<file path="src/rtl/astc_partition_select_defines.svh">
// ============================================================================
// ASTC partition select assertion macros
// Shared assertion forms for the partition select block.
// ============================================================================
`ifndef ASTC_PARTITION_SELECT_DEFINES_SVH
`define ASTC_PARTITION_SELECT_DEFINES_SVH

// The consequent must hold in the same cycle as the antecedent.
`define APS_ASSERT_NOW(lbl, clk_s, rst_s, ante, cons, msg) \
    lbl: assert property (@(posedge clk_s) disable iff (!rst_s) (ante) |-> (cons)) \
        else $error(msg);

// The consequent must hold in the cycle after the antecedent.
`define APS_ASSERT_NEXT(lbl, clk_s, rst_s, ante, cons, msg) \
    lbl: assert property (@(posedge clk_s) disable iff (!rst_s) (ante) |=> (cons)) \
        else $error(msg);

`endif

</file>
<file path="src/rtl/aps_pkg.sv">
// ============================================================================
// ASTC partition select package
// Types, constants and helper functions shared by the pipeline modules.
// ============================================================================
package aps_pkg;

    localparam int unsigned SeedW  = 10;
    localparam int unsigned CountW = 3;
    localparam int unsigned CoordW = 4;
    localparam int unsigned IdxW   = 2;
    localparam int unsigned SumW   = 6;
    localparam int unsigned HashW  = 32;

    localparam logic [2:0] ShiftLow  = 3'd4;
    localparam logic [2:0] ShiftMid  = 3'd5;
    localparam logic [2:0] ShiftHigh = 3'd6;

    localparam logic [CountW-1:0] CountMin = 3'd1;
    localparam logic [CountW-1:0] CountMax = 3'd4;

    localparam logic [IdxW-1:0] Part0 = 2'd0;
    localparam logic [IdxW-1:0] Part1 = 2'd1;
    localparam logic [IdxW-1:0] Part2 = 2'd2;
    localparam logic [IdxW-1:0] Part3 = 2'd3;

    typedef struct packed {
        logic [HashW-1:0]    p;
        logic [IdxW-1:0]     cnt_m1;
        logic [2:0]          sh1;
        logic [2:0]          sh2;
        logic [2:0]          sh3;
        logic [CoordW:0]     x;
        logic [CoordW:0]     y;
        logic [CoordW:0]     z;
    } aps_hash_t;

    typedef struct packed {
        logic [SumW-1:0] a;
        logic [SumW-1:0] b;
        logic [SumW-1:0] c;
        logic [SumW-1:0] d;
        logic [IdxW-1:0] cnt_m1;
    } aps_sums_t;

    function automatic logic [7:0] sq_nib(input logic [3:0] v, input logic [2:0] sh);
        logic [7:0] sq;
        sq = {4'b0, v} * {4'b0, v};
        return sq >> sh;
    endfunction

    function automatic logic [SumW-1:0] sq_term(input logic [3:0] v,
                                                input logic [2:0] sh,
                                                input logic [CoordW:0] coord);
        logic [7:0]  s;
        logic [12:0] prod;
        s    = sq_nib(v, sh);
        prod = {5'b0, s} * {8'b0, coord};
        return prod[SumW-1:0];
    endfunction

endpackage

</file>
<file path="src/rtl/astc_partition_select.sv">
// ============================================================================
// ASTC partition select
// Assigns a texel to its ASTC partition, one request a cycle unless stalled.
// ============================================================================
// Input channel: in_valid with partition_seed, partition_count and the texel
// coordinates; the block raises in_stall when it cannot take the request.
// A request is taken on a rising edge with in_valid high and in_stall low.
// Output channel: out_valid with partition_index; the receiver drives
// out_stall, and a result is taken on an edge with out_valid high and
// out_stall low.
// From the accepting edge to out_valid, the request passes four hash
// registers, the sum register and the output register. Throughput is one
// request per cycle while the output is not stalled, set by the six-stage
// pipeline with one wide add per hash stage and the products in the sum stage.
// Configuration: cfg_we writes cfg_wdata to the small-block mode bit, which
// doubles the coordinates. Write it only while no request is in flight.
// Reset empties the pipeline and clears the mode bit; no clearing pass.
// When the receiver stalls, stages fill up behind the held result and
// in_stall rises only once every stage holds a request.
// ============================================================================
`include "astc_partition_select_defines.svh"

module astc_partition_select (
    input  logic                           clk,
    input  logic                           rst_n,
    input  logic                           cfg_we,
    input  logic                           cfg_wdata,
    input  logic                           in_valid,
    output logic                           in_stall,
    input  logic [aps_pkg::SeedW-1:0]      partition_seed,
    input  logic [aps_pkg::CountW-1:0]     partition_count,
    input  logic [aps_pkg::CoordW-1:0]     texel_x,
    input  logic [aps_pkg::CoordW-1:0]     texel_y,
    input  logic [aps_pkg::CoordW-1:0]     texel_z,
    output logic                           out_valid,
    input  logic                           out_stall,
    output logic [aps_pkg::IdxW-1:0]       partition_index
);

    logic               small_block_mode_reg;
    logic               hash_ready;
    logic               hash_valid;
    logic               sums_ready;
    logic               sums_valid;
    logic               sel_ready;
    aps_pkg::aps_hash_t hash;
    aps_pkg::aps_sums_t sums;

    always_ff @(posedge clk or negedge rst_n)
    begin
        if (!rst_n)
            small_block_mode_reg <= 1'b0;
        else if (cfg_we)
            small_block_mode_reg <= cfg_wdata;
    end

    assign in_stall = !hash_ready;

    aps_hash u_hash (
        .clk              (clk),
        .rst_n            (rst_n),
        .small_block_mode (small_block_mode_reg),
        .up_valid         (in_valid),
        .up_ready         (hash_ready),
        .partition_seed   (partition_seed),
        .partition_count  (partition_count),
        .texel_x          (texel_x),
        .texel_y          (texel_y),
        .texel_z          (texel_z),
        .dn_valid         (hash_valid),
        .dn_ready         (sums_ready),
        .hash             (hash)
    );

    aps_sums u_sums (
        .clk      (clk),
        .rst_n    (rst_n),
        .up_valid (hash_valid),
        .up_ready (sums_ready),
        .hash     (hash),
        .dn_valid (sums_valid),
        .dn_ready (sel_ready),
        .sums     (sums)
    );

    aps_select u_select (
        .clk             (clk),
        .rst_n           (rst_n),
        .up_valid        (sums_valid),
        .up_ready        (sel_ready),
        .sums            (sums),
        .out_valid       (out_valid),
        .out_stall       (out_stall),
        .partition_index (partition_index)
    );

    // With no result waiting at the output, every stage can move, so the
    // input must be open.
    `APS_ASSERT_NOW(a_open_when_drained, clk, rst_n, !out_valid, !in_stall,
                    "Input stalled while the output is empty")

endmodule

</file>
<file path="src/rtl/aps_hash.sv">
// ============================================================================
// ASTC partition select hash pipeline
// Normalises the request, derives the shift amounts and runs the seed mix
// over four register stages, one wide add per stage.
// ============================================================================
`include "astc_partition_select_defines.svh"

module aps_hash (
    input  logic                           clk,
    input  logic                           rst_n,
    input  logic                           small_block_mode,
    input  logic                           up_valid,
    output logic                           up_ready,
    input  logic [aps_pkg::SeedW-1:0]      partition_seed,
    input  logic [aps_pkg::CountW-1:0]     partition_count,
    input  logic [aps_pkg::CoordW-1:0]     texel_x,
    input  logic [aps_pkg::CoordW-1:0]     texel_y,
    input  logic [aps_pkg::CoordW-1:0]     texel_z,
    output logic                           dn_valid,
    input  logic                           dn_ready,
    output aps_pkg::aps_hash_t             hash
);

    logic v1_reg, v2_reg, v3_reg, v4_reg;
    logic rdy1, rdy2, rdy3, rdy4;
    aps_pkg::aps_hash_t st1_reg, st2_reg, st3_reg, st4_reg;
    aps_pkg::aps_hash_t st1_next, st2_next, st3_next, st4_next;

    assign rdy4     = !v4_reg || dn_ready;
    assign rdy3     = !v3_reg || rdy4;
    assign rdy2     = !v2_reg || rdy3;
    assign rdy1     = !v1_reg || rdy2;
    assign up_ready = rdy1;
    assign dn_valid = v4_reg;
    assign hash     = st4_reg;

    always_comb
    begin
        logic [aps_pkg::IdxW-1:0]  cm1;
        logic [aps_pkg::HashW-1:0] p;
        logic [2:0]                cnt3_sh;
        logic [2:0]                seed_sh;
        cm1 = '0;
        priority if (partition_count < aps_pkg::CountMin)
            cm1 = '0;
        else if (partition_count > aps_pkg::CountMax)
            cm1 = aps_pkg::IdxW'(aps_pkg::CountMax - aps_pkg::CountMin);
        else
            cm1 = aps_pkg::IdxW'(partition_count - aps_pkg::CountMin);

        p = {{(aps_pkg::HashW - aps_pkg::SeedW - aps_pkg::IdxW){1'b0}}, cm1, partition_seed};
        p = p ^ (p >> 15);
        p = p - (p << 17);

        cnt3_sh = (cm1 == 2'd2) ? aps_pkg::ShiftHigh : aps_pkg::ShiftMid;
        seed_sh = partition_seed[1] ? aps_pkg::ShiftLow : aps_pkg::ShiftMid;

        st1_next        = '0;
        st1_next.p      = p;
        st1_next.cnt_m1 = cm1;
        if (partition_seed[0])
        begin
            st1_next.sh1 = seed_sh;
            st1_next.sh2 = cnt3_sh;
        end
        else
        begin
            st1_next.sh1 = cnt3_sh;
            st1_next.sh2 = seed_sh;
        end
        st1_next.sh3 = partition_seed[4] ? st1_next.sh1 : st1_next.sh2;
        st1_next.x   = small_block_mode ? {texel_x, 1'b0} : {1'b0, texel_x};
        st1_next.y   = small_block_mode ? {texel_y, 1'b0} : {1'b0, texel_y};
        st1_next.z   = small_block_mode ? {texel_z, 1'b0} : {1'b0, texel_z};
    end

    always_comb
    begin
        st2_next   = st1_reg;
        st2_next.p = st1_reg.p + (st1_reg.p << 7);
    end

    always_comb
    begin
        logic [aps_pkg::HashW-1:0] q;
        q          = st2_reg.p + (st2_reg.p << 4);
        st3_next   = st2_reg;
        st3_next.p = q ^ (q >> 5);
    end

    always_comb
    begin
        logic [aps_pkg::HashW-1:0] q;
        q          = st3_reg.p + (st3_reg.p << 16);
        q          = q ^ (q >> 7);
        q          = q ^ (q >> 3);
        q          = q ^ (q << 6);
        q          = q ^ (q >> 17);
        st4_next   = st3_reg;
        st4_next.p = q;
    end

    always_ff @(posedge clk or negedge rst_n)
    begin
        if (!rst_n)
        begin
            v1_reg <= 1'b0;
            v2_reg <= 1'b0;
            v3_reg <= 1'b0;
            v4_reg <= 1'b0;
        end
        else
        begin
            if (rdy1)
                v1_reg <= up_valid;
            if (rdy2)
                v2_reg <= v1_reg;
            if (rdy3)
                v3_reg <= v2_reg;
            if (rdy4)
                v4_reg <= v3_reg;
        end
    end

    always_ff @(posedge clk)
    begin
        if (rdy1 && up_valid)
            st1_reg <= st1_next;
        if (rdy2 && v1_reg)
            st2_reg <= st2_next;
        if (rdy3 && v2_reg)
            st3_reg <= st3_next;
        if (rdy4 && v3_reg)
            st4_reg <= st4_next;
    end

    // A finished hash held back by the next stage must not move or change.
    `APS_ASSERT_NEXT(a_hash_hold, clk, rst_n, v4_reg && !dn_ready,
                     v4_reg && $stable(st4_reg), "Stalled hash result changed")

endmodule

</file>
<file path="src/rtl/aps_sums.sv">
// ============================================================================
// ASTC partition select sum stage
// Squares and shifts the twelve hash nibbles and forms the four 6-bit
// partition sums from the texel coordinates.
// ============================================================================
module aps_sums (
    input  logic                clk,
    input  logic                rst_n,
    input  logic                up_valid,
    output logic                up_ready,
    input  aps_pkg::aps_hash_t  hash,
    output logic                dn_valid,
    input  logic                dn_ready,
    output aps_pkg::aps_sums_t  sums
);

    logic               v_reg;
    aps_pkg::aps_sums_t sums_reg;
    aps_pkg::aps_sums_t sums_next;

    assign up_ready = !v_reg || dn_ready;
    assign dn_valid = v_reg;
    assign sums     = sums_reg;

    always_comb
    begin
        logic [31:0] r;
        r = hash.p;
        sums_next.a = aps_pkg::sq_term(r[3:0], hash.sh1, hash.x)
                    + aps_pkg::sq_term(r[7:4], hash.sh2, hash.y)
                    + aps_pkg::sq_term(r[29:26], hash.sh3, hash.z)
                    + r[19:14];
        sums_next.b = aps_pkg::sq_term(r[11:8], hash.sh1, hash.x)
                    + aps_pkg::sq_term(r[15:12], hash.sh2, hash.y)
                    + aps_pkg::sq_term({r[1:0], r[31:30]}, hash.sh3, hash.z)
                    + r[15:10];
        sums_next.c = aps_pkg::sq_term(r[19:16], hash.sh1, hash.x)
                    + aps_pkg::sq_term(r[23:20], hash.sh2, hash.y)
                    + aps_pkg::sq_term(r[21:18], hash.sh3, hash.z)
                    + r[11:6];
        sums_next.d = aps_pkg::sq_term(r[27:24], hash.sh1, hash.x)
                    + aps_pkg::sq_term(r[31:28], hash.sh2, hash.y)
                    + aps_pkg::sq_term(r[25:22], hash.sh3, hash.z)
                    + r[7:2];
        sums_next.cnt_m1 = hash.cnt_m1;
    end

    always_ff @(posedge clk or negedge rst_n)
    begin
        if (!rst_n)
            v_reg <= 1'b0;
        else if (up_ready)
            v_reg <= up_valid;
    end

    always_ff @(posedge clk)
    begin
        if (up_ready && up_valid)
            sums_reg <= sums_next;
    end

endmodule

</file>
<file path="src/rtl/aps_select.sv">
// ============================================================================
// ASTC partition select output stage
// Zeroes the sums of unused partitions, picks the largest with ties going
// to the lower index, and holds the result in the output register.
// ============================================================================
`include "astc_partition_select_defines.svh"

module aps_select (
    input  logic                       clk,
    input  logic                       rst_n,
    input  logic                       up_valid,
    output logic                       up_ready,
    input  aps_pkg::aps_sums_t         sums,
    output logic                       out_valid,
    input  logic                       out_stall,
    output logic [aps_pkg::IdxW-1:0]   partition_index
);

    logic                       out_valid_reg;
    logic [aps_pkg::IdxW-1:0]   partition_index_reg;
    logic [aps_pkg::IdxW-1:0]   partition_index_next;

    assign up_ready        = !out_valid_reg || !out_stall;
    assign out_valid       = out_valid_reg;
    assign partition_index = partition_index_reg;

    always_comb
    begin
        logic [aps_pkg::SumW-1:0] a, b, c, d;
        a = sums.a;
        b = (sums.cnt_m1 >= 2'd1) ? sums.b : '0;
        c = (sums.cnt_m1 >= 2'd2) ? sums.c : '0;
        d = (sums.cnt_m1 >= 2'd3) ? sums.d : '0;
        priority if (a >= b && a >= c && a >= d)
            partition_index_next = aps_pkg::Part0;
        else if (b >= c && b >= d)
            partition_index_next = aps_pkg::Part1;
        else if (c >= d)
            partition_index_next = aps_pkg::Part2;
        else
            partition_index_next = aps_pkg::Part3;
    end

    always_ff @(posedge clk or negedge rst_n)
    begin
        if (!rst_n)
            out_valid_reg <= 1'b0;
        else if (up_ready)
            out_valid_reg <= up_valid;
    end

    always_ff @(posedge clk)
    begin
        if (up_ready && up_valid)
            partition_index_reg <= partition_index_next;
    end

    // The chosen partition never exceeds the number of partitions in use.
    `APS_ASSERT_NEXT(a_index_in_range, clk, rst_n, up_valid && up_ready,
                     partition_index_reg <= $past(sums.cnt_m1),
                     "Partition index beyond partition count")

endmodule

</file>
<file path="config.mk">
export PLATFORM = sky130hd
export DESIGN_NAME = astc_partition_select
export DESIGN_NICKNAME = d
export VERILOG_FILES = /design/src/rtl/aps_pkg.sv /design/src/rtl/astc_partition_select.sv /design/src/rtl/aps_hash.sv /design/src/rtl/aps_sums.sv /design/src/rtl/aps_select.sv
export VERILOG_INCLUDE_DIRS = /design/src /design/src/rtl
export SDC_FILE = /design/constraint.sdc
export NUM_CORES = 1
export LEC_CHECK = 0
export ABC_AREA = 1
export BUFFER_PORTS_ARGS = -buffer_cell sky130_fd_sc_hd__buf_2
export CAP_MARGIN = 30
export CORE_MARGIN = 8
export CORE_UTILIZATION = 55
export DETAILED_ROUTE_END_ITERATION = 8
export HOLD_SLACK_MARGIN = 0.02
export PLACE_DENSITY_LB_ADDON = 0.05
export SKIP_LAST_GASP = 1
export SLEW_MARGIN = 20
export SYNTH_ARGS = -nofsm -noshare
export SYNTH_HDL_FRONTEND = slang
export SYNTH_SLANG_ARGS = --single-unit
</file>
<file path="constraint.sdc">
create_clock -name clk -period 8.55 [get_ports clk]
set_clock_uncertainty 0.05 [all_clocks]
set_input_delay 1.71 -clock clk [delete_from_list [all_inputs] [get_ports clk]]
set_output_delay 1.71 -clock clk [all_outputs]
set_load 0.05 [all_outputs]
</file>
==> PnR_summary.wiki, run 1 <==
{| class="wikitable"
! Metric !! Value
|-
| Final setup violation count || 0
|-
| Commonest non-fill, non-tap cells in the layout || nand2_1 (668), inv_1 (516), ha_1 (243)
|-
| Highest metal layer with signal wires || met4
|-
| Distinct cell type count of the synthesized netlist || between 40 and 50
|-
| Sink of the worst hold path || u_sums.sums[1]
|-
| Endpoint arrival time on the critical path || approximately 7.8 ns
|-
| Final Net Count || ~3200
|-
| Clk slew on worst S/H paths || 0.06 ns
|-
| Util after Layout || roughly three fifths
|-
| Via count of the first global-routing pass || about 18000
|-
| Number of gates resized after CTS || 0
|-
| Total via count after detailed routing || 18220
|-
| Post-Syn Nets || roughly 3200
|-
| Number of nets still failing antenna checks after routing || 0
|-
| Vias per inst || around 5.4
|-
| Core ar. || just over 40000 um2
|-
| Die outline area || a little under 50000 um2
|-
| Number of design rule violations left after detail routing || 0
|-
| Endpoint type of the worst setup path || register
|-
| Global-route wire length before repair || 94000 um
|-
| Total routed wire length on the met1 layer || approximately 28000 um
|-
| Top flip-flop cell by instance count after synthesis || edfxtp_1
|-
| Final number of hold-violating endpoints || 0
|-
| Average cell area after synthesis || ~8.1 um2
|-
| Routed wire length per instance || 17.31 um
|-
| Worst min-delay path startpoint || u_hash.hash[25]
|-
| Total setup buffers inserted after CTS || 0
|-
| Sink Count || 245
|-
| Worst R2R Path Depth || 35
|-
| Number of enable-type register cells in the synthesized netlist || between 200 and 250
|-
| Crit path max fanout || 5
|-
| Required time at the endpoint of the critical path || 8.80 ns
|-
| Master cell of the clock root buffer || clkbuf_16
|-
| Maximum number of pins on one net before global-route repair || 56
|-
| Critical path's most frequent cell || inv_1
|-
| Starting DRC count in detailed routing || between 1500 and 2000
|-
| Share of the clock period used by the worst path || ~90%
|-
| CP Class || register to register
|-
| FF-to-FF Start || u_hash.hash[48]
|-
| Width of the die || around 220 um
|-
| Bufs on Longest Clock Path || 3
|-
| Number of antenna violations at the first check in global routing || 1
|-
| Count of antenna diodes in the layout || 0
|-
| Met3 WL post-DR || between 3000 and 4000 um
|-
| Starting Density || ~56%
|-
| Nature of the critical path startpoint || register
|-
| Final GP Congestion || between 0.9 and 1
|-
| HPWL Detailed || 48420 um
|-
| Classification of the worst-slack hold path || register to register
|-
| Part of the Yosys area used for sequential elements || about 32%
|-
| Sum of routed wire length over all layers || a little under 60000 um
|-
| Number of flip-flops and latches in the synthesized netlist || 245
|-
| Status || complete, no violations
|-
| Post-synthesis instance area || ~23000 um2
|-
| Top-level port count || 35
|-
| Number of search-and-repair iterations in the first detailed-routing pass || 5
|-
| Number of standard cells after synthesis || around 2800
|-
| Overall Global Routing Usage || between 20% and 30%
|-
| Pins Over Slew Limit || 0
|-
| Worst hold slack across all endpoints || roughly 0.37 ns
|-
| Skew-Pair Late Insertion Delay || about 0.56 ns
|-
| Layout Area Growth over Synthesis || 7.233%
|-
| RSZ-0062 raised after global routing || no
|-
| Setup TNS after final layout || 0 ns
|-
| Die height || between 200 and 250 um
|-
| Cell row count || 74
|-
| H-tree depth || 1
|-
| Share of flip-flops with an asynchronous set or reset || between 2 and 3%
|-
| Length of routed met2 wiring || around 26000 um
|-
| Final Critical Period || approximately 7.5 ns
|-
| Number of buffers inserted by hold repair at cts || 0
|-
| CP peak stage delay || roughly 0.53 ns
|-
| Worst reg2reg endpoint || u_sums.sums[7]
|-
| Share of cells above drive strength 1 || under 10%
|-
| Number of stages on the worst hold path || 0
|-
| Tightest Pin Transition || between 0.8 and 0.9 ns
|-
| Number of buffers added by the clock tree synthesis step || 27
|-
| Max-cap check violation count || 0
|-
| Slowest stage cell, crit path || fa_1
|-
| Final global-route overflow total || 0
|-
| Fmax || about 0.13 GHz
|-
| Worst-case headroom to the max-slew limit || a little over two fifths
|-
| Synth warnings || 0
|-
| Most common cell after layout, fill and taps aside || nand2_1
|-
| Count of input and output buffers || 34
|-
| CTS tree || built
|-
| Setup slack of the most critical reg-to-reg path || between 1 and 1.5 ns
|}
through the flow:
step	worst slack [ns]	instance area (um2)	cells
after CTS	1.075	24490	3391
after floorplan	1.763	22850	2806
after global placement	1.173	23620	3341
after detailed placement	1.076	23620	3341
after global routing	0.5916	24500	3392
final	1.036	24500	3392
routing by layer:
metal	vias up	track usage (%)
met4	0	7.490
met2	493	39.36
met5	-	0
met1	8573	35.23
li1	9059	-
met3	97	2.427
kinds of logic (layout without fill, tap and decap cells):
group / count (synthesis) / in the layout / share of synthesized area, %
AND/OR/NAND/NOR: 1256 / 1256 / 23.23
buffers and inverters: 563 / 617 / 9.298
adder cells (fa/ha/maj): 350 / 350 / 22.68
flip-flops: 245 / 245 / 32.04
AO/OA/AOI/OAI: 197 / 197 / 5.087
XOR/XNOR: 193 / 193 / 7.562
multiplexers: 2 / 2 / 0.09856
synthesized netlist by cell type (all sizes together) (5+ instances only):
master / number / area [um2]
a21boi: 15 / 112.6
a21o: 8 / 60.06
a21oi: 82 / 421.7
buf: 15 / 67.56
clkbuf: 28 / 105.1
dfrtp: 7 / 175.2
edfxtp: 238 / 7147
fa: 107 / 2142
ha: 243 / 3040
inv: 517 / 1941
nand2: 670 / 2520
nand3: 226 / 1141
nand3b: 30 / 225.2
nand4: 38 / 237.7
nor2: 245 / 922.1
nor3: 27 / 135.1
nor4: 5 / 31.28
o211ai: 6 / 50.05
o21a: 15 / 112.6
o21ai: 51 / 255.3
o21bai: 8 / 60.06
or2: 12 / 75.07
xnor2: 93 / 814.5
xor2: 100 / 913.4
final cells by class:
| cell class | count | area, um2 |
|---|---|---|
| fillers | 3722 | 16420 |
| clock inverters | 20 | 182.7 |
| repair buffers | 47 | 275.3 |
| inverters | 520 | 1952 |
| flip-flops and latches | 245 | 7322 |
| clock buffers | 30 | 686.9 |
| multi-input cells | 1998 | 13420 |
| well taps | 532 | 665.6 |
worst max-delay path, delay by kind of cell (launching register included):
family | cells | cell delay, ns
compound gates | 3 | 0.66
xor+xnor | 1 | 0.20
fa+ha+maj | 8 | 3.62
buf+inv | 9 | 0.58
flops | 1 | 0.46
simple gates | 14 | 1.65
worst max-delay path by stage:
stage	start	end	slack [ns]
2_1_floorplan	u_hash.hash[39]	u_sums.sums[19]	1.76
3_3_place_gp	u_hash.hash[53]	u_sums.sums[25]	1.17
3_5_place_dp	u_hash.hash[48]	u_sums.sums[7]	1.08
4_1_cts	u_hash.hash[48]	u_sums.sums[7]	1.07
5_1_grt	u_hash.hash[53]	u_sums.sums[25]	0.59
6_report	u_hash.hash[48]	u_sums.sums[7]	1.04
Power of run 1 is left out: the tool's default activity adds up to more than one toggle a clock period on the data nets, which glitch-free logic cannot reach.
==> run 2: changes to the inputs <==
Settings changed: ABC_AREA 1 to unset, CORE_UTILIZATION 55 to 35, CTS_CLUSTER_SIZE set to 8.
==> run 2 against run 1 <==
  * Flip-flop and latch count did not move
  * Setup slack worse by 0.56 ns
  * Clock-buffer cell count is 17 higher
  * Maximum frequency shrank 6.9%
  * Non-clock buffer count is 49 higher
  * Via count fell by 19%
  * Critical path depth decreased by 4
  * Sequential share of layout area up 0.13 points
  * Register-to-register slack worse by 0.56 ns
  * Final area down 0.43%
  * Cell count down 11%
  * Synthesized cell count shrank 26%
  * Critical path type unchanged
==> PnR_summary.wiki, run 2 <==
{| class="wikitable"
! Metric !! Value
|-
| Status || complete, no violations (unchanged)
|-
| Number of buffers inserted by hold repair at cts || 0 (unchanged)
|-
| Clk slew on worst S/H paths || 0.05 ns (was 0.06 ns)
|-
| Starting DRC count in detailed routing || 654 (was 1610)
|-
| Number of antenna violations at the first check in global routing || 3 (was 1)
|-
| Distinct cell type count of the synthesized netlist || 76 (was 44)
|-
| Most numerous cell in the Yosys netlist || ha_1 (was nand2_1)
|-
| Crit path max fanout || 5 (unchanged)
|-
| Ranking of synthesized cells by area || edfxtp_1 (33%), ha_1 (14%), fa_1 (9.8%), xnor2_1 (9.0%), inv_1 (3.9%) (was edfxtp_1 (31%), ha_1 (13%), nand2_1 (11%), fa_1 (9.4%), inv_1 (8.5%))
|-
| Top-area cell type share of the netlist area || 32.85% (was 31.28%)
|-
| Required time at the endpoint of the critical path || 8.79 ns (was 8.80 ns)
|-
| Sink Count || 245 (unchanged)
|-
| Number of nets still failing antenna checks after routing || 0 (unchanged)
|-
| CP peak stage delay || 0.58 ns (was 0.53 ns)
|-
| Synth warnings || 0 (unchanged)
|-
| Maximum number of pins on one net before global-route repair || 56 (unchanged)
|-
| Vias per inst || 4.903 (was 5.372)
|-
| Share of flip-flops with an asynchronous set or reset || 2.857% (unchanged)
|-
| Final GP Congestion || 0.8285 (was 0.9400)
|-
| Final setup violation count || 0 (unchanged)
|-
| Post-synthesis instance area || 21760 um2 (was 22850 um2)
|-
| Commonest non-fill, non-tap cells in the layout || ha_1 (243), edfxtp_1 (238), inv_1 (227) (was nand2_1 (668), inv_1 (516), ha_1 (243))
|-
| Slowest stage cell, crit path || fa_1 (unchanged)
|-
| Number of buffers added by the clock tree synthesis step || 38 (was 27)
|-
| Via count of the first global-routing pass || 15400 (was 18080)
|-
| Bufs on Longest Clock Path || 3 (unchanged)
|-
| Share of cells above drive strength 1 || 9.463% (was 4.091%)
|-
| Setup TNS after final layout || 0 ns (unchanged)
|-
| Worst min-delay path startpoint || u_hash.st2_reg[19] (was u_hash.hash[25])
|-
| Cell row count || 91 (was 74)
|-
| Master cell of the clock root buffer || clkbuf_16 (unchanged)
|-
| Skew-Pair Late Insertion Delay || 0.54 ns (was 0.56 ns)
|-
| Final Critical Period || 8.074 ns (was 7.514 ns)
|-
| CP Class || register to register (unchanged)
|-
| FF-to-FF Start || u_hash.hash[56] (was u_hash.hash[48])
|-
| Filler cell count || 6085 (was 3722)
|-
| Share of the clock period used by the worst path || 94.44% (was 87.89%)
|-
| Final global-route overflow total || 0 (unchanged)
|-
| Sum of routed wire length over all layers || 57930 um (was 58720 um)
|-
| CTS tree || built (unchanged)
|-
| Number of standard cells after synthesis || 2070 (was 2806)
|-
| Launch point of the worst path || u_hash.hash[56] (was u_hash.hash[48])
|-
| H-tree depth || 2 (was 1)
|-
| Layout Area Growth over Synthesis || 12.13% (was 7.233%)
|-
| Max-cap check violation count || 0 (unchanged)
|-
| Count of input and output buffers || 34 (unchanged)
|-
| Top-level port count || 35 (unchanged)
|-
| Average cell area after synthesis || 10.51 um2 (was 8.143 um2)
|-
| Final number of hold-violating endpoints || 0 (unchanged)
|-
| Starting Density || 35.32% (was 55.83%)
|-
| Worst hold slack across all endpoints || 0.3577 ns (was 0.3673 ns)
|-
| HPWL Detailed || 47120 um (was 48420 um)
|-
| Number of enable-type register cells in the synthesized netlist || 238 (unchanged)
|-
| Count of antenna diodes in the layout || 0 (unchanged)
|-
| Number of design rule violations left after detail routing || 0 (unchanged)
|-
| Commonest cells in the synthesized netlist || ha_1 (243), edfxtp_1 (238), inv_1 (227) (was nand2_1 (668), inv_1 (517), nor2_1 (244))
|-
| Nature of the critical path startpoint || register (unchanged)
|-
| Tightest Pin Transition || 0.8077 ns (was 0.8526 ns)
|-
| Width of the die || 265.3 um (was 219.8 um)
|-
| Post-layout worst setup margin || 0.4758 ns (was 1.036 ns)
|-
| Endpoint arrival time on the critical path || 8.32 ns (was 7.76 ns)
|-
| Final Net Count || 2543 (was 3220)
|-
| Pre-CTS WS || 0.1545 ns (was 1.076 ns)
|-
| Most common cell after layout, fill and taps aside || ha_1 (was nand2_1)
|-
| Global-route wire length before repair || 90020 um (was 94000 um)
|-
| Number of flip-flops and latches in the synthesized netlist || 245 (unchanged)
|-
| Pins Over Slew Limit || 0 (unchanged)
|-
| Part of the Yosys area used for sequential elements || 33.65% (was 32.04%)
|-
| Die outline area || 70400 um2 (was 48320 um2)
|-
| Classification of the worst-slack hold path || register to register (unchanged)
|-
| Largest area contributor in the synthesized netlist || edfxtp_1 (unchanged)
|-
| Top flip-flop cell by instance count after synthesis || edfxtp_1 (unchanged)
|-
| Core ar. || 61600 um2 (was 40920 um2)
|-
| Number of search-and-repair iterations in the first detailed-routing pass || 5 (unchanged)
|-
| RSZ-0062 raised after global routing || no (unchanged)
|-
| Post-Syn Nets || 2451 (was 3187)
|-
| Endpoint type of the worst setup path || register (unchanged)
|-
| Total via count after detailed routing || 14780 (was 18220)
|-
| Overall Global Routing Usage || 16.50% (was 24.67%)
|-
| Fmax || 0.1239 GHz (was 0.1331 GHz)
|-
| Routed wire length per instance || 19.22 um (was 17.31 um)
|-
| Worst-case headroom to the max-slew limit || 45.96% (was 43.16%)
|-
| Die height || 265.3 um (was 219.8 um)
|}
## run 2: cell types whose count changed in the layout (fill, tap and decap cells not counted), moves of 49 or more
cell     change
and2_1     +120
buf_4       +49
xnor2_1    +130
nand3_1    -204
nor2_1     -139
inv_1      -289
nand2_1    -544
## run 2: critical path: cells and delay by family, from the launching register on
family | cells | cell delay, ns
xor gates and xnor gates | 6 | 0.91
buffers and inverters | 8 | 0.94
DFF | 1 | 0.44
AOI/OAI and AO/OA | 6 | 1.32
and+or+nand+nor | 3 | 0.38
adders and majority gates | 8 | 3.76
## run 2: final timing paths
check | to | slack [ns] | cells past startpoint
max | u_sums.sums[7] | 0.48 | 31
min | u_hash.st3_reg[19] | 0.36 | 0
max reg2reg | u_sums.sums[7] | 0.48 | 31
min reg2reg | u_hash.st3_reg[19] | 0.36 | 0
max in group asynchronous | u_hash.v2_reg | 7.34 | 1
min in group asynchronous | small_block_mode_reg | 0.95 | 1
## run 2: area by class of cell
type / count / area, um2 / area share, %
inverter: 230 / 863.3 / 3.539
multi-input combinational: 1551 / 13440 / 55.08
clock inverter: 8 / 93.84 / 0.3846
clock buffer: 47 / 984.7 / 4.036
timing repair buffer: 96 / 648.1 / 2.657
tap: 837 / 1047 / 4.293
sequential: 245 / 7322 / 30.01
## run 2: cell families (layout without fill, tap and decap cells)
kind of cell             count (synthesis)  count (layout)  share of synthesized area (%)
buffers and inverters                  274             381                          4.727
multiplexers                            26              26                          1.271
AO/OA/AOI/OAI                          300             300                          9.230
AND/OR/NAND/NOR                        555             555                          13.19
flip-flops                             245             245                          33.65
adder cells (fa/ha/maj)                350             350                          23.82
XOR/XNOR                               320             320                          14.11
## run 2: metal layers
metal / GRT usage (%) / part of all wire [%] / vias up
li1: - / - / 7277
met1: 22.99 / 49 / 7165
met2: 26.65 / 45 / 250
met3: 2.189 / 3.7 / 86
met4: 4.802 / 2.7 / 0
met5: 0 / 0 / -
## run 2: repair_timing
item                       in CTS  in global routing
gates resized for setup         0                  7
buffers inserted                0                 17
setup endpoints to repair       0                  3
## run 2: metrics by stage
stage / std cells / util (%) / cell area (um2)
2_1_floorplan: 2070 / - / 21760
4_1_cts: 2997 / 39.37 / 24250
3_5_place_dp: 2942 / 37.62 / 23170
6_report: 3014 / 39.61 / 24400
5_1_grt: 3014 / 39.61 / 24400
3_3_place_gp: 2941 / 37.59 / 23150
Power of run 2 is left out for the same reason.
